`src/design/prdg_pkg.sv`:
```
package prdg_pkg;

    localparam int MAX_DIM        = 4096;
    localparam int COEF_FRAC_BITS = 24;
    localparam int NDC_FRAC_BITS  = 30;
    localparam int COEF_SLOTS     = 25;
    localparam int VIEW_BASE      = 16;

    // divider: one stage for the integer bit, then DIV_STEPS quotient bits per stage
    localparam int DIV_STEPS  = 3;
    localparam int DIV_STAGES = 30 / DIV_STEPS;
    localparam int DIV_LAT    = DIV_STAGES + 1;

    // square root: SQ_STEPS result bits per stage
    localparam int SQ_STEPS  = 4;
    localparam int SQ_STAGES = 32 / SQ_STEPS;

    localparam logic CMD_LOAD  = 1'b0;
    localparam logic CMD_PIXEL = 1'b1;

    localparam logic CFG_WIDTH  = 1'b0;
    localparam logic CFG_HEIGHT = 1'b1;

    typedef struct packed {
        logic        vld;
        logic [23:0] pix;
        logic        nxn;
        logic        nyn;
        logic [2:0]  neg;
        logic        deg;
    } side_t;

endpackage

```
`src/design/prdg_div.sv`:
```
module prdg_div
    import prdg_pkg::*;
(
    input  logic        clk,
    input  logic        en,
    input  logic [30:0] num,
    input  logic [32:0] den,
    output logic [30:0] quo
);

    // quo = floor(num * 2^30 / den), num <= den
    typedef struct packed {
        logic [32:0] rem;
        logic [32:0] den;
        logic [30:0] quo;
    } div_st_t;

    div_st_t st_reg  [DIV_LAT];
    div_st_t st_next [DIV_LAT];

    function automatic div_st_t div_iter(input div_st_t s);
        div_st_t     r;
        logic [33:0] t;
        r = s;
        for (int i = 0; i < DIV_STEPS; i++)
        begin
            t = {r.rem, 1'b0};
            if (t >= {1'b0, r.den})
            begin
                t     = t - {1'b0, r.den};
                r.quo = {r.quo[29:0], 1'b1};
            end
            else
            begin
                r.quo = {r.quo[29:0], 1'b0};
            end
            r.rem = t[32:0];
        end
        return r;
    endfunction

    always_comb
    begin
        st_next[0].den = den;
        if ({2'b00, num} >= den)
        begin
            st_next[0].rem = {2'b00, num} - den;
            st_next[0].quo = 31'd1;
        end
        else
        begin
            st_next[0].rem = {2'b00, num};
            st_next[0].quo = 31'd0;
        end
        for (int k = 1; k < DIV_LAT; k++)
        begin
            st_next[k] = div_iter(st_reg[k-1]);
        end
    end

    always_ff @(posedge clk)
    begin
        if (en)
        begin
            for (int k = 0; k < DIV_LAT; k++)
            begin
                st_reg[k] <= st_next[k];
            end
        end
    end

    assign quo = st_reg[DIV_LAT-1].quo;

endmodule

```
`config.mk`:
```
export PLATFORM = sky130hd
export DESIGN_NAME = prdg_div
export DESIGN_NICKNAME = d
export VERILOG_FILES = /design/src/design/prdg_pkg.sv /design/src/design/prdg_div.sv
export SDC_FILE = /design/constraint.sdc
export NUM_CORES = 2
export LEC_CHECK = 0
export BUFFER_PORTS_ARGS = -buffer_cell sky130_fd_sc_hd__buf_2
export CORE_ASPECT_RATIO = 0.7
export CORE_UTILIZATION = 53
export CTS_CLUSTER_DIAMETER = 200
export DETAILED_ROUTE_END_ITERATION = 6
export GPL_TIMING_DRIVEN = 0
export PLACE_DENSITY = 0.78
export REMOVE_ABC_BUFFERS = 1
export SYNTH_ARGS = -nofsm -noshare
export SYNTH_HDL_FRONTEND = slang
export SYNTH_SLANG_ARGS = --single-unit
```
`constraint.sdc`:
```
create_clock -name clk -period 9.79 [get_ports clk]
set_clock_uncertainty 0.1 [all_clocks]
set_input_delay 1.958 -clock clk [delete_from_list [all_inputs] [get_ports clk]]
set_output_delay 1.958 -clock clk [all_outputs]
set_load 0.1 [all_outputs]
```
==> results.toml <==
[setup_path]
critPathKind = "reg2reg"
path_common_cell = "a211oi_2"
cp_max_fo = 18
cp_slowest_cell = "o211ai_1"
critical_path_required_ns = 10.16
endpoint_kind = "flip-flop"
rr_worst_depth = 38
crit_path_start_kind = "flip-flop"
crit_arrival_ns = 10.12
max_stage_delay_ns = 0.48

[clocking]
cts_max_level = 3
cts_tree = "done"
clk_latency_ns = 0.75
clkTransAtPathRegs_ns = 0.07
ctsHoldBuffers = 0
clockBufferDepth = 3
cts.sinks = 836
clockRootBuffer = "clkbuf_16"
cts_buffers = 88

[synth]
ys.flop_type = "edfxtp_1"
synth_cell_type_count = 104
synth_top_family_by_area = "compound AO/OA/AOI/OAI gates"
yosys.area_share.simple = 0.1359
synthTopCellsByArea = "edfxtp_1 (30%), ha_1 (15%), xnor2_1 (5.9%), mux2_2 (5.9%), a21oi_1 (5.5%)"
synth-xor-area-share = 0.08638
synth_compound_area_frac = 0.2270
synth_top_area_cell = "edfxtp_1"
yosys_register_bits = 836
synth_edf_count = 836
synthMuxAreaShare = 0.06723
synth.most_common_cell = "ha_1"
yosys_warnings = 0
synth_fa_ha_area_frac = 0.1500
async_reset_ff_frac = 0
seq_area_frac_synth = 0.2958
syn-mean-instance-area_sq_um = 8.986
syn_inst = 9445
netlist_top_cells_count = "ha_1 (1000), a21oi_1 (926), edfxtp_1 (836)"
syn-cell-area_sq_mm = 0.08487
yosysTopAreaCellShare = 0.2958

[drt]
first_pass_iters = 7
drc = 0
finalWirelength_um = 257200
wl_per_cell_um = 21.59
ant_nets = 0
vias = 75411
via_per_inst = 6.329
drt_iter0_drc = 8518

[place]
dpl.hpwl_um = 192600
io_buffers = 96
dp.cells = 11485
gp_congestion = 0.9928

[worst_hold_path]
hold_class = "reg2reg"
hold_depth = 0

[floorplan]
die_h_um = 336.8
die_area_sq_mm = 0.1618
io_pins = 97
rows = 122
core_area_sq_mm = 0.1584
start_util = 0.5356
die_w_um = 480.3

[cells_and_area]
final_core_util = 0.6047
largest_reg_flops = 836
layout.cells.non_filler = 11916
drive_gt1_frac = 0.1517
nets = 10810
fillerInstances = 13314
syn_to_final_growth_pct = 12.89

[timing]
max_freq_mhz = 102.6
slew_violations = 0
fin_crit_ns = 9.747
hold_slack_ns = 0.3057
timing.setup.tns_ns = 0
setup_viol = 0
finalCritPeriodShare = 0.9956
hold_viol_final = 0
tightest_slew_ns = 1.262
slew-limit-headroom = 0.1346

[grt]
grt_pass1_vias = 68751
antenna_found_initial = 17
grt-ovfl-total = 0
grt.total_usage = 0.3007
grt_start_max_net_pins = 133
grt_pass1_wl_um = 386300

[status]
outcome = "finished clean"

[run]
maxCapViolCount = 0
area by class of cell:
class / count / area (sq um) / area share
Timing Repair inverter: 3 / 22.52 / 0.0002351
Multi-Input combinational cell: 7819 / 59400 / 0.6200
Sequential cell: 836 / 25100 / 0.2620
Inverter: 611 / 2395 / 0.02500
Tap cell: 2108 / 2638 / 0.02753
Antenna cell: 3 / 7.507 / 0.00007836
Timing Repair Buffer: 374 / 3376 / 0.03523
Clock inverter: 59 / 601.8 / 0.006282
Clock buffer: 103 / 2258 / 0.02357
per-layer routing:
| metal | global-route usage | part of all wire |
|---|---|---|
| met1 | 0.4513 | 0.46 |
| met2 | 0.4348 | 0.41 |
| met3 | 0.06810 | 0.11 |
| met4 | 0.06431 | 0.021 |
| met5 | 0 | 0.00040 |
cells in the final DEF, fill, tap and decap left out, types with 118 or more instances in the layout:
master    netlist  final
ha_1         1000    940
a21oi_1       926    885
edfxtp_1      836    836
nand2_1       741    731
nor2_1        635    624
o21ai_0       674    618
inv_1         599    570
xnor2_1       567    567
mux2_2        441    437
a21o_1        427    425
xor2_1        270    270
buf_4           2    223
nand3_1       182    175
nand2b_1      143    143
o21a_1        143    142
nor3_1        147    137
nor2b_1       120    118
critical path, delay by kind of cell, from the launching register on:
family,cells,cell delay (ns)
simple gates,4,0.69
buf+inv,5,0.78
mux,3,1.02
compound gates,23,5.63
fa+ha+maj,3,0.77
flops,1,0.41
worst paths after layout:
| path | end | slack, ns | start |
|---|---|---|---|
| setup / recovery | st_reg[8][89] | 0.04 | st_reg[7][40] |
| hold / removal | st_reg[9][14] | 0.31 | st_reg[8][11] |
| setup reg to reg | st_reg[8][89] | 0.04 | st_reg[7][40] |
| hold reg to reg | st_reg[9][14] | 0.31 | st_reg[8][11] |
metrics by stage:
step                instance area, sq um  setup WS, ns
floorplan                          83970        -2.688
CTS                                93310      0.001002
global route                       95800       -0.1435
finish                             95810       0.04336
global placement                   87090        -9.638
detailed placement                 87920        -4.220
cell families after synthesis:
logic type | Yosys count
fa+ha+maj | 1011
buf+inv | 807
flops | 836
compound gates | 3026
simple gates | 2427
mux | 501
xor+xnor | 837
repair_timing:
action / in CTS / in global routing
setup buffers: 114 / 122
pin swaps: 65 / 142
gates cloned: 24 / 7
setup endpoints to repair: 307 / 305
resized for setup: 278 / 303
Power is not shown: default switching activity piles up to over one toggle a cycle in this logic, so the estimate is an artifact.
